[config.mk]
export PLATFORM = sky130hd
export DESIGN_NAME = hcit_ctrl
export DESIGN_NICKNAME = d
export VERILOG_FILES = /design/src/hw/rtl/hcit_pkg.sv /design/src/hw/rtl/hcit_ctrl.sv
export SDC_FILE = /design/constraint.sdc
export NUM_CORES = 1
export LEC_CHECK = 0
export BUFFER_PORTS_ARGS = -buffer_cell sky130_fd_sc_hd__buf_2
export CORE_MARGIN = 4
export CORE_UTILIZATION = 39
export CTS_BUF_LIST = sky130_fd_sc_hd__clkbuf_2
export DETAILED_ROUTE_END_ITERATION = 12
export PLACE_DENSITY = 0.73
export SYNTH_ARGS = -nofsm -noshare
export SYNTH_HDL_FRONTEND = slang
export SYNTH_SLANG_ARGS = --single-unit
[constraint.sdc]
create_clock -name clock -period 2.6 [get_ports clock]
set_input_delay 0.52 -clock clock [delete_from_list [all_inputs] [get_ports clock]]
set_output_delay 0.52 -clock clock [all_outputs]
set_load 0.03 [all_outputs]
[src/hw/rtl/hcit_pkg.sv]
// shared constants, codes and types of the chained hash index table
`default_nettype none

package hcit_pkg;

   // transaction field widths
   localparam int unsigned CMD_W  = 2;
   localparam int unsigned KEY_W  = 31;
   localparam int unsigned SLOT_W = 10;
   localparam int unsigned POS_W  = 10;

   // configuration register
   localparam int unsigned CFG_W        = 12;
   localparam int unsigned CSR_ADDR_W   = 3;
   localparam int unsigned CSR_DATA_W   = 32;
   localparam logic [CFG_W-1:0] BUCKET_COUNT_RESET = 12'd2039;

   // register indexes
   typedef enum logic [0:0] {
      REG_BUCKET_COUNT = 1'b0
   } reg_index_type;

   // default sizes
   localparam int unsigned DEF_SLOTS       = 1024;
   localparam int unsigned DEF_MAX_BUCKETS = 2048;

   // command codes
   typedef enum logic [CMD_W-1:0] {
      CMD_CLEAR  = 2'd0,
      CMD_INSERT = 2'd1,
      CMD_LOOKUP = 2'd2,
      CMD_NOP    = 2'd3
   } cmd_type;

   // result source
   typedef enum logic [1:0] {
      RES_ZERO = 2'd0,
      RES_INS  = 2'd1,
      RES_HIT  = 2'd2
   } res_sel_type;

   // controller to datapath commands
   typedef struct packed {
      logic        capture;
      logic        clr_step;
      logic        ins_write;
      logic        walk_load;
      logic        walk_next;
      logic        res_set;
      res_sel_type res_sel;
      logic        rsp_load;
   } ctrl_cmd_type;

   // datapath to controller status
   typedef struct packed {
      cmd_type cmd;
      logic    mod_done;
      logic    clr_last;
      logic    head_valid;
      logic    key_match;
      logic    link_valid;
      logic    steps_last;
      logic    rsp_free;
   } dp_status_type;

endpackage

`default_nettype wire

[src/hw/rtl/hcit_ctrl.sv]
// controller state machine sequencing clear, insert and lookup
`default_nettype none

module hcit_ctrl (
   input  wire logic                    clock,
   input  wire logic                    reset,
   input  wire logic                    req_valid,
   output logic                         req_ready,
   input  wire hcit_pkg::dp_status_type st,
   output hcit_pkg::ctrl_cmd_type       ctl
);

   typedef enum logic [7:0] {
      S_INIT  = 8'b0000_0001,
      S_IDLE  = 8'b0000_0010,
      S_DIV   = 8'b0000_0100,
      S_CLEAR = 8'b0000_1000,
      S_HEAD  = 8'b0001_0000,
      S_SRD   = 8'b0010_0000,
      S_CMP   = 8'b0100_0000,
      S_DONE  = 8'b1000_0000
   } state_type;

   state_type state_ff, state_in;

   // next state and commands
   always_comb begin
      state_in    = state_ff;
      ctl         = '0;
      ctl.res_sel = hcit_pkg::RES_ZERO;
      req_ready   = 1'b0;
      case (state_ff)
         S_INIT: begin
            ctl.clr_step = 1'b1;
            if (st.clr_last) begin
               state_in = S_IDLE;
            end
         end
         S_IDLE: begin
            req_ready = 1'b1;
            if (req_valid) begin
               ctl.capture = 1'b1;
               state_in    = S_DIV;
            end
         end
         S_DIV: begin
            case (st.cmd)
               hcit_pkg::CMD_CLEAR: begin
                  state_in = S_CLEAR;
               end
               hcit_pkg::CMD_INSERT, hcit_pkg::CMD_LOOKUP: begin
                  if (st.mod_done) begin
                     state_in = S_HEAD;
                  end
               end
               default: begin
                  ctl.res_set = 1'b1;
                  state_in    = S_DONE;
               end
            endcase
         end
         S_CLEAR: begin
            ctl.clr_step = 1'b1;
            if (st.clr_last) begin
               ctl.res_set = 1'b1;
               state_in    = S_DONE;
            end
         end
         S_HEAD: begin
            if (st.cmd == hcit_pkg::CMD_INSERT) begin
               ctl.ins_write = 1'b1;
               ctl.res_set   = 1'b1;
               ctl.res_sel   = hcit_pkg::RES_INS;
               state_in      = S_DONE;
            end else if (st.head_valid) begin
               ctl.walk_load = 1'b1;
               state_in      = S_SRD;
            end else begin
               ctl.res_set = 1'b1;
               state_in    = S_DONE;
            end
         end
         S_SRD: begin
            state_in = S_CMP;
         end
         S_CMP: begin
            if (st.key_match) begin
               ctl.res_set = 1'b1;
               ctl.res_sel = hcit_pkg::RES_HIT;
               state_in    = S_DONE;
            end else if (!st.link_valid || st.steps_last) begin
               ctl.res_set = 1'b1;
               state_in    = S_DONE;
            end else begin
               ctl.walk_next = 1'b1;
               state_in      = S_SRD;
            end
         end
         S_DONE: begin
            if (st.rsp_free) begin
               ctl.rsp_load = 1'b1;
               state_in     = S_IDLE;
            end
         end
         default: begin
            state_in = S_INIT;
         end
      endcase
   end

   always_ff @(posedge clock) begin
      if (reset) begin
         state_ff <= S_INIT;
      end else begin
         state_ff <= state_in;
      end
   end

endmodule

`default_nettype wire

==> results of run 1 <==
layout make-up:
cell class / instances / share of cell area
well taps: 16 / 0.0263
repair buffers: 22 / 0.148
clock buffers: 3 / 0.0197
flip-flops and latches: 8 / 0.211
multi-input cells: 64 / 0.571
inverters: 5 / 0.0247
power by group:
| part | leakage (uW) | switching, uW | internal, uW |
|---|---|---|---|
| clock | 0.0000125 | 40.2 | 31.4 |
| combinational | 0.000291 | 55.2 | 40.0 |
| sequential | 0.0000649 | 12.1 | 129 |
path summary, 6_finish.rpt:
| check | end | slack, ns | cells after the start |
|---|---|---|---|
| max | ctl[7] | 0.13 | 4 |
| min | state_ff[3] | 0.51 | 2 |
| max reg2reg | state_ff[0] | 0.59 | 4 |
| min reg2reg | state_ff[6] | 0.57 | 1 |
cell usage in the layout, fill, tap and decap left out, types with 2 or more instances in the layout:
master	Yosys	routed
and2_1	4	4
nor2_1	13	13
dfxtp_1	8	8
and2b_2	2	2
ha_1	3	3
nand3_1	2	2
or4_1	2	2
a21oi_1	2	2
nor4_1	3	2
buf_2	0	21
o21ai_0	2	2
clkbuf_2	0	3
a31oi_1	2	2
nand2_1	4	4
xnor2_1	2	2
inv_1	5	5
nand4b_1	3	3
kinds of logic (layout without fill, tap and decap cells):
kind of cell             Yosys count  after routing  share of synthesized area
XOR/XNOR                           3              3                     0.0420
AO/OA/AOI/OAI                     13             13                      0.154
AND/OR/NAND/NOR                   45             45                      0.428
adder cells (fa/ha/maj)            3              3                     0.0600
buffers and inverters              7             30                     0.0600
flip-flops                         8              8                      0.256
metal layers:
layer  vias to the layer above  part of all wire
met5                         -                 0
met4                         0             0.013
met3                         2             0.079
met2                        30              0.48
met1                       306              0.43
li1                        333                 -
stage by stage:
| stage | utilization | setup WS [ns] | instance area (sq um) |
|---|---|---|---|
| final | 0.505 | 0.131 | 761 |
| after global routing | 0.505 | 0.00642 | 761 |
| after CTS | 0.501 | 0.138 | 754 |
| after detailed placement | 0.491 | 0.406 | 739 |
| after global placement | 0.491 | 0.432 | 739 |
| after floorplan | - | 0.0989 | 626 |
worst max-delay path: stages (launching register included):
cell	delay, ns
dfxtp_1	0.38
or4_4	0.55
or4_1	0.53
inv_1	0.07
buf_2	0.19
==> impl_metrics.json, run 1 <==
{
  "startpoint": "state_ff[4]",
  "ctsRootBufferMaster": "clkbuf_2",
  "cts_tree": "yes",
  "final_nets": 119,
  "synthTopCellsByCount": "13 x nor2_1, 8 x dfxtp_1, 5 x inv_1",
  "die_w_um": 48.1,
  "power_density_nw_per_um2": 405,
  "n_fill_cell": 148,
  "cts_setup_buffers": 0,
  "synthCells": 79,
  "seq_area_frac_synth": 0.256,
  "grt_pass1_vias": 582,
  "drc_errors": 0,
  "final_max_slew_viol_count": 0,
  "synthArstFlopShare": 0,
  "crit_fanout": 7,
  "synth.area.top_cells": "dfxtp_1 26%, nor2_1 7.8%, ha_1 6.0%",
  "grt_overflow": 0,
  "ys_types": 37,
  "dp_cells": 115,
  "cp.required_ns": 2.08,
  "reg.largest.list": "state_ff (8)",
  "via_per_inst": 5.69,
  "rsz0062_at_grt": "false",
  "wl_per_cell_um": 12.7,
  "route.antenna.remaining_nets": 0,
  "status": "finished clean",
  "fmax_mhz": 405,
  "hold_viol_final": 0,
  "core-area_sq_um": 1510,
  "track_usage": 0.137,
  "cap_viol_max_count": 0,
  "area_delta_synth_final_pct": 21.6,
  "cp-end-kind": "output pin",
  "path_class": "flop to output pin",
  "syn_area_sq_um": 626,
  "synth_top_area_frac": 0.256,
  "die_height_um": 48.1,
  "holdWs_ns": 0.506,
  "clk_path_buf_depth": 2,
  "drive_gt1_frac": 0.333,
  "use_met1": 0.183,
  "port_buffers": 21,
  "ioPinCount": 22,
  "irDropWorstVdd_mv": 0.210,
  "largest_reg_flops": 8,
  "fin_skew_ns": 0.00207,
  "p_total_uw": 308,
  "cp-start-kind": "flop",
  "syn_avg_cell_area_sq_um": 7.92,
  "firstDrtPassIters": 4,
  "synth_most_common_cell": "nor2_1",
  "fin_crit_sh": 0.949,
  "wl_mm": 1.50,
  "drt_iter0_markers": 30,
  "antenna_found_initial": 0,
  "setup-violations-final": 0,
  "diodes": 0,
  "stdcell_count": 118,
  "synth_edf_count": 0,
  "hold_buffers": 0,
  "htree_levels": 1,
  "num_rows": 14,
  "cts_inserted_buffers": 3,
  "dp_hpwl_mm": 1.21,
  "largest-register": "state_ff",
  "gr-max-usage-layer": "met2",
  "hold_class": "input port to flop",
  "arrival_ns": 1.95,
  "vias": 671,
  "slew-limit-headroom": 0.732,
  "grt_max_degree": 9,
  "p_leak_uw": 0.000368,
  "grtUsageMet2": 0.219,
  "multi_input_area_sq_um": 434,
  "post_cts_resized": 0,
  "worstHoldStart": "reset",
  "globalplace.congestion": 0.766,
  "tns_ns": 0,
  "yosys_warnings": 0,
  "synth-main-ff-cell": "dfxtp_1",
  "met3_usage": 0.00376,
  "clock_latency_ns": 0.23,
  "syn_nets": 94,
  "die_area_sq_um": 2310,
  "reg2reg_from": "state_ff[4]",
  "clk_pin_slew_worst_paths_ns": 0.07,
  "synth_top_cell_by_area": "dfxtp_1",
  "fin_crit_ns": 2.47,
  "regArea_sq_um": 160,
  "ys_ff_latch": 8,
  "clock_sinks": 8,
  "worst_slew_pin_slew_ns": 0.398,
  "grt_pass1_wl_mm": 2.24,
  "start_util": 0.415
}
(Power assumes the default switching activity.)
==> inputs of run 2 (changes only) <==
--- a/config.mk
+++ b/config.mk
@@ -6,9 +6,8 @@
 export NUM_CORES = 1
 export LEC_CHECK = 0
 export BUFFER_PORTS_ARGS = -buffer_cell sky130_fd_sc_hd__buf_2
-export CORE_MARGIN = 4
 export CORE_UTILIZATION = 39
-export CTS_BUF_LIST = sky130_fd_sc_hd__clkbuf_2
+export CTS_BUF_LIST = sky130_fd_sc_hd__clkbuf_4
 export DETAILED_ROUTE_END_ITERATION = 12
 export PLACE_DENSITY = 0.73
 export SYNTH_ARGS = -nofsm -noshare
==> run 2 against run 1 <==
Critical path depth unchanged; maximum frequency up 0.28%; first-iteration DRC count down 70%; sequential share of layout area down 0.37 points; largest cell class unchanged; register-to-register slack better by 0.03 ns; clock skew up 0.0074 ns; via count down 1.9%; die area down 23%.
==> impl_metrics.json, run 2 (synthesized netlist as in run 1, its figures left out) <==
{
  "dp_cells": 115,
  "hold_class": "input port to flop",
  "crit_path_max_incr_delay_ns": 0.55,
  "hold_viol_final": 0,
  "area_delta_synth_final_pct": 23.8,
  "grt_max_degree": 9,
  "cts_inserted_buffers": 3,
  "p_leak_uw": 0.000370,
  "dpl_cell_area_sq_um": 739,
  "core-area_sq_um": 1510,
  "n_fill_cell": 149,
  "crit_fanout": 7,
  "reg2reg_from": "state_ff[4]",
  "utilization": 0.514,
  "cp.required_ns": 2.08,
  "stdcell_count": 118,
  "die_w_um": 42.1,
  "status": "finished clean",
  "final_nets": 119,
  "irDropWorstVdd_mv": 0.310,
  "firstDrtPassIters": 4,
  "cp-start-kind": "flop",
  "route.antenna.remaining_nets": 0,
  "rsz0062_at_grt": "false",
  "ctsRootBufferMaster": "clkbuf_4",
  "reg.largest.list": "state_ff (8)",
  "globalplace.congestion": 0.766,
  "fin_crit_sh": 0.947,
  "final_common_cell": "buf_2",
  "drive_gt1_frac": 0.343,
  "grt_overflow": 0,
  "ioPinCount": 22,
  "worst_slack_ns": 0.138,
  "setup-violations-final": 0,
  "fin_area_sq_um": 774,
  "worstPathCellList": "or4_4 -> or4_1 -> inv_1 -> buf_2",
  "worstHoldStart": "st[5]",
  "clock_sinks": 8,
  "die_height_um": 42.1,
  "path_class": "flop to output pin",
  "cts_tree": "yes",
  "cp-end-kind": "output pin",
  "arrival_ns": 1.94,
  "wl_mm": 1.45,
  "dp_hpwl_mm": 1.17,
  "track_usage": 0.182,
  "clock_latency_ns": 0.26,
  "drt_iter0_markers": 9,
  "diodes": 0,
  "port_buffers": 21,
  "htree_levels": 1,
  "slowest_stage": "or4_4",
  "tns_ns": 0,
  "num_rows": 14,
  "grt_pass1_vias": 614,
  "fin_crit_ns": 2.46,
  "dp_slack_ns": 0.414,
  "vias": 658,
  "worst_slew_pin_slew_ns": 0.434,
  "antenna_found_initial": 0,
  "drc_errors": 0,
  "slew-limit-headroom": 0.711,
  "layout_common_cells": "21 x buf_2, 13 x nor2_1, 8 x dfxtp_1",
  "cts_setup_buffers": 0,
  "fmax_mhz": 406,
  "die_area_sq_um": 1770,
  "largest_reg_flops": 8,
  "start_util": 0.415,
  "power_density_nw_per_um2": 427,
  "final_max_slew_viol_count": 0,
  "grt_pass1_wl_mm": 2.45,
  "largest-register": "state_ff",
  "clk_path_buf_depth": 2,
  "startpoint": "state_ff[4]",
  "cap_viol_max_count": 0,
  "via_per_inst": 5.58,
  "clk_pin_slew_worst_paths_ns": 0.06,
  "fin_skew_ns": 0.00945,
  "wl_per_cell_um": 12.2
}
run 2: cell counts in the layout (fill, tap and decap cells not counted):
Identical to the previous run, type by type.
run 2: layout make-up:
type | instances | area (sq um) | share of cell area
inverters | 5 | 18.8 | 0.0242
flip-flops and latches | 8 | 160 | 0.207
well taps | 16 | 20.0 | 0.0258
multi-input cells | 64 | 440 | 0.569
repair buffers | 22 | 113 | 0.145
clock buffers | 3 | 22.5 | 0.0291
run 2: layer usage:
| layer | track usage | wire [um] | share of wire | vias to the layer above |
|---|---|---|---|---|
| li1 | - | - | - | 338 |
| met1 | 0.226 | 651 | 0.45 | 299 |
| met2 | 0.294 | 704 | 0.49 | 17 |
| met3 | 0.0259 | 45 | 0.031 | 4 |
| met4 | 0.119 | 44 | 0.030 | 0 |
| met5 | 0 | 0 | 0 | - |
run 2: final timing paths:
kind                 end  slack [ns]  depth (start not counted)
max               ctl[7]        0.14                          4
min          state_ff[0]        0.49                          2
max reg2reg  state_ff[0]        0.62                          4
min reg2reg  state_ff[6]        0.58                          1
run 2: per-stage QoR:
step	total power [uW]	hold WS (ns)
after floorplan	210	0.523
after global placement	235	0.556
after detailed placement	237	0.557
after CTS	332	0.484
after global routing	352	0.501
final	331	0.490
run 2: worst max-delay path: cells and delay by family (launching register included):
family	cells	cell delay [ns]
DFF	1	0.36
buffers and inverters	2	0.25
and+or+nand+nor	2	1.07
run 2: timing repair:
item,in CTS,in global routing
resized for setup,0,2
hold buffers,0,0
endpoints found under the setup margin,0,2
run 2: report_power, final:
| part | leakage, uW | switching [uW] | internal, uW |
|---|---|---|---|
| combinational | 0.000291 | 53.5 | 41.5 |
| sequential | 0.0000649 | 12.9 | 129 |
| clock | 0.0000138 | 40.7 | 52.7 |
==> inputs of run 3 (changes only) <==
--- a/config.mk
+++ b/config.mk
@@ -6,10 +6,12 @@
 export NUM_CORES = 1
 export LEC_CHECK = 0
 export BUFFER_PORTS_ARGS = -buffer_cell sky130_fd_sc_hd__buf_2
-export CORE_UTILIZATION = 39
+export CELL_PAD_IN_SITES_DETAIL_PLACEMENT = 1
+export CELL_PAD_IN_SITES_GLOBAL_PLACEMENT = 2
+export CORE_UTILIZATION = 27
 export CTS_BUF_LIST = sky130_fd_sc_hd__clkbuf_4
 export DETAILED_ROUTE_END_ITERATION = 12
-export PLACE_DENSITY = 0.73
+export PLACE_DENSITY_LB_ADDON = 0.1
 export SYNTH_ARGS = -nofsm -noshare
 export SYNTH_HDL_FRONTEND = slang
 export SYNTH_SLANG_ARGS = --single-unit
==> run 3 against run 2 <==
The flow now finishes with violations (design-rule violations); hold slack better by 0.0015 ns; global-route usage decreased by 2.9 points; cell count rose by 11%; utilization fell by 15 points; total power is 2.4% higher; die area rose by 42%; wire length rose by 15%; design area rose by 2.9%; non-clock buffer count rose by 1; register-to-register slack worse by 0.04 ns; largest cell class unchanged; highest routed layer unchanged.
==> impl_metrics.json, run 3 (synthesized netlist as in run 1, its figures left out) <==
{
  "power.switching_uw": 113,
  "crit_fanout": 7,
  "hold_viol_final": 0,
  "dp_hpwl_mm": 1.38,
  "cts_inserted_buffers": 3,
  "antenna_found_initial": 0,
  "p_seq_frac": 0.404,
  "fin_crit_sh": 0.958,
  "rsz0062_at_grt": "false",
  "fmax_mhz": 402,
  "cts_tree": "yes",
  "intPower_uw": 226,
  "grt_overflow": 0,
  "route.antenna.remaining_nets": 0,
  "dpl_cell_area_sq_um": 762,
  "layout_common_cells": "21 x buf_2, 13 x nor2_1, 8 x dfxtp_1",
  "htree_levels": 1,
  "largest_reg_flops": 8,
  "arrival_ns": 1.97,
  "ioPinCount": 22,
  "grt_pass1_wl_mm": 2.88,
  "num_rows": 17,
  "status": "finished with violations",
  "die_height_um": 50.1,
  "final_nets": 120,
  "area_delta_synth_final_pct": 27.4,
  "drt_iter0_markers": 11,
  "clock_sinks": 8,
  "setup-violations-final": 0,
  "wl_mm": 1.67,
  "fin_area_sq_um": 797,
  "p_comb_frac": 0.315,
  "worst_slew_pin_slew_ns": 0.378,
  "vias": 652,
  "start_util": 0.286,
  "clk_pin_slew_worst_paths_ns": 0.06,
  "reg.largest.list": "state_ff (8)",
  "core-area_sq_um": 2190,
  "p_leak_uw": 0.000376,
  "firstDrtPassIters": 7,
  "tns_ns": 0,
  "power_density_nw_per_um2": 425,
  "fin_crit_ns": 2.49,
  "die_w_um": 50.1,
  "drive_gt1_frac": 0.350,
  "diodes": 0,
  "cp.required_ns": 2.08,
  "hold_class": "input port to flop",
  "clock_latency_ns": 0.25,
  "globalplace.congestion": 0.791,
  "slew-limit-headroom": 0.744,
  "final_max_slew_viol_count": 0,
  "port_buffers": 21,
  "via_per_inst": 4.98,
  "clkPwrFrac": 0.281,
  "die_area_sq_um": 2510,
  "ctsRootBufferMaster": "clkbuf_4",
  "violations": "design-rule violations",
  "path_class": "flop to output pin",
  "fin_skew_ns": 0.00211,
  "drc_errors": 2,
  "switching_share": 0.333,
  "grt_pass1_vias": 677,
  "utilization": 0.364,
  "irDropWorstVdd_mv": 0.260,
  "clk_path_buf_depth": 2,
  "cap_viol_max_count": 0,
  "largest-register": "state_ff",
  "cts_setup_buffers": 0,
  "dp_slack_ns": 0.385,
  "track_usage": 0.153,
  "cp-end-kind": "output pin",
  "wl_per_cell_um": 12.7,
  "grt_max_degree": 8,
  "worst_slack_ns": 0.109,
  "final_common_cell": "buf_2",
  "cp-start-kind": "flop"
}
run 3: worst max-delay path, stage by stage (launching register included):
cell and delay, ns:
dfxtp_1 0.38, or4_4 0.56, or4_1 0.52, inv_1 0.07, buf_2 0.18
run 3: final cells by class:
type | count | area [sq um]
clock buffers | 3 | 22.5
fillers | 284 | 1390
inverters | 5 | 18.8
multi-input cells | 64 | 440
flip-flops and latches | 8 | 160
well taps | 28 | 35.0
repair buffers | 23 | 120
run 3: metrics by stage:
| step | power (uW) | cells | hold WS, ns |
|---|---|---|---|
| 2_1_floorplan | 210 | 79 | 0.523 |
| 3_3_place_gp | 246 | 128 | 0.549 |
| 3_5_place_dp | 246 | 128 | 0.563 |
| 4_1_cts | 345 | 131 | 0.493 |
| 5_1_grt | 366 | 131 | 0.491 |
| 6_report | 339 | 131 | 0.491 |
run 3: repair_timing:
action,4_1_cts,5_1_grt
hold buffers,0,0
setup endpoints to repair,0,2
gates resized for setup,0,2
run 3: worst paths after layout:
kind / slack (ns) / endpoint / cells after the start / from
setup reg to reg: 0.58 / state_ff[7] / 5 / state_ff[4]
hold / removal: 0.49 / state_ff[3] / 2 / reset
setup / recovery: 0.11 / ctl[7] / 4 / state_ff[4]
hold reg to reg: 0.58 / state_ff[6] / 1 / state_ff[5]
run 3: layer usage:
layer,GRT usage,share of wire,vias to the layer above
li1,-,-,339
met1,0.191,0.51,298
met2,0.251,0.44,13
met3,0.0273,0.035,2
met4,0.0714,0.0072,0
met5,0,0,-
run 3: power by group through the flow:
stage          registers (uW)  logic [uW]  clock network, uW
2_1_floorplan             137        73.7                  0
3_3_place_gp              139         106                  0
3_5_place_dp              139         106                  0
4_1_cts                   137         107                101
5_1_grt                   139         120                107
6_report                  137         107               95.3
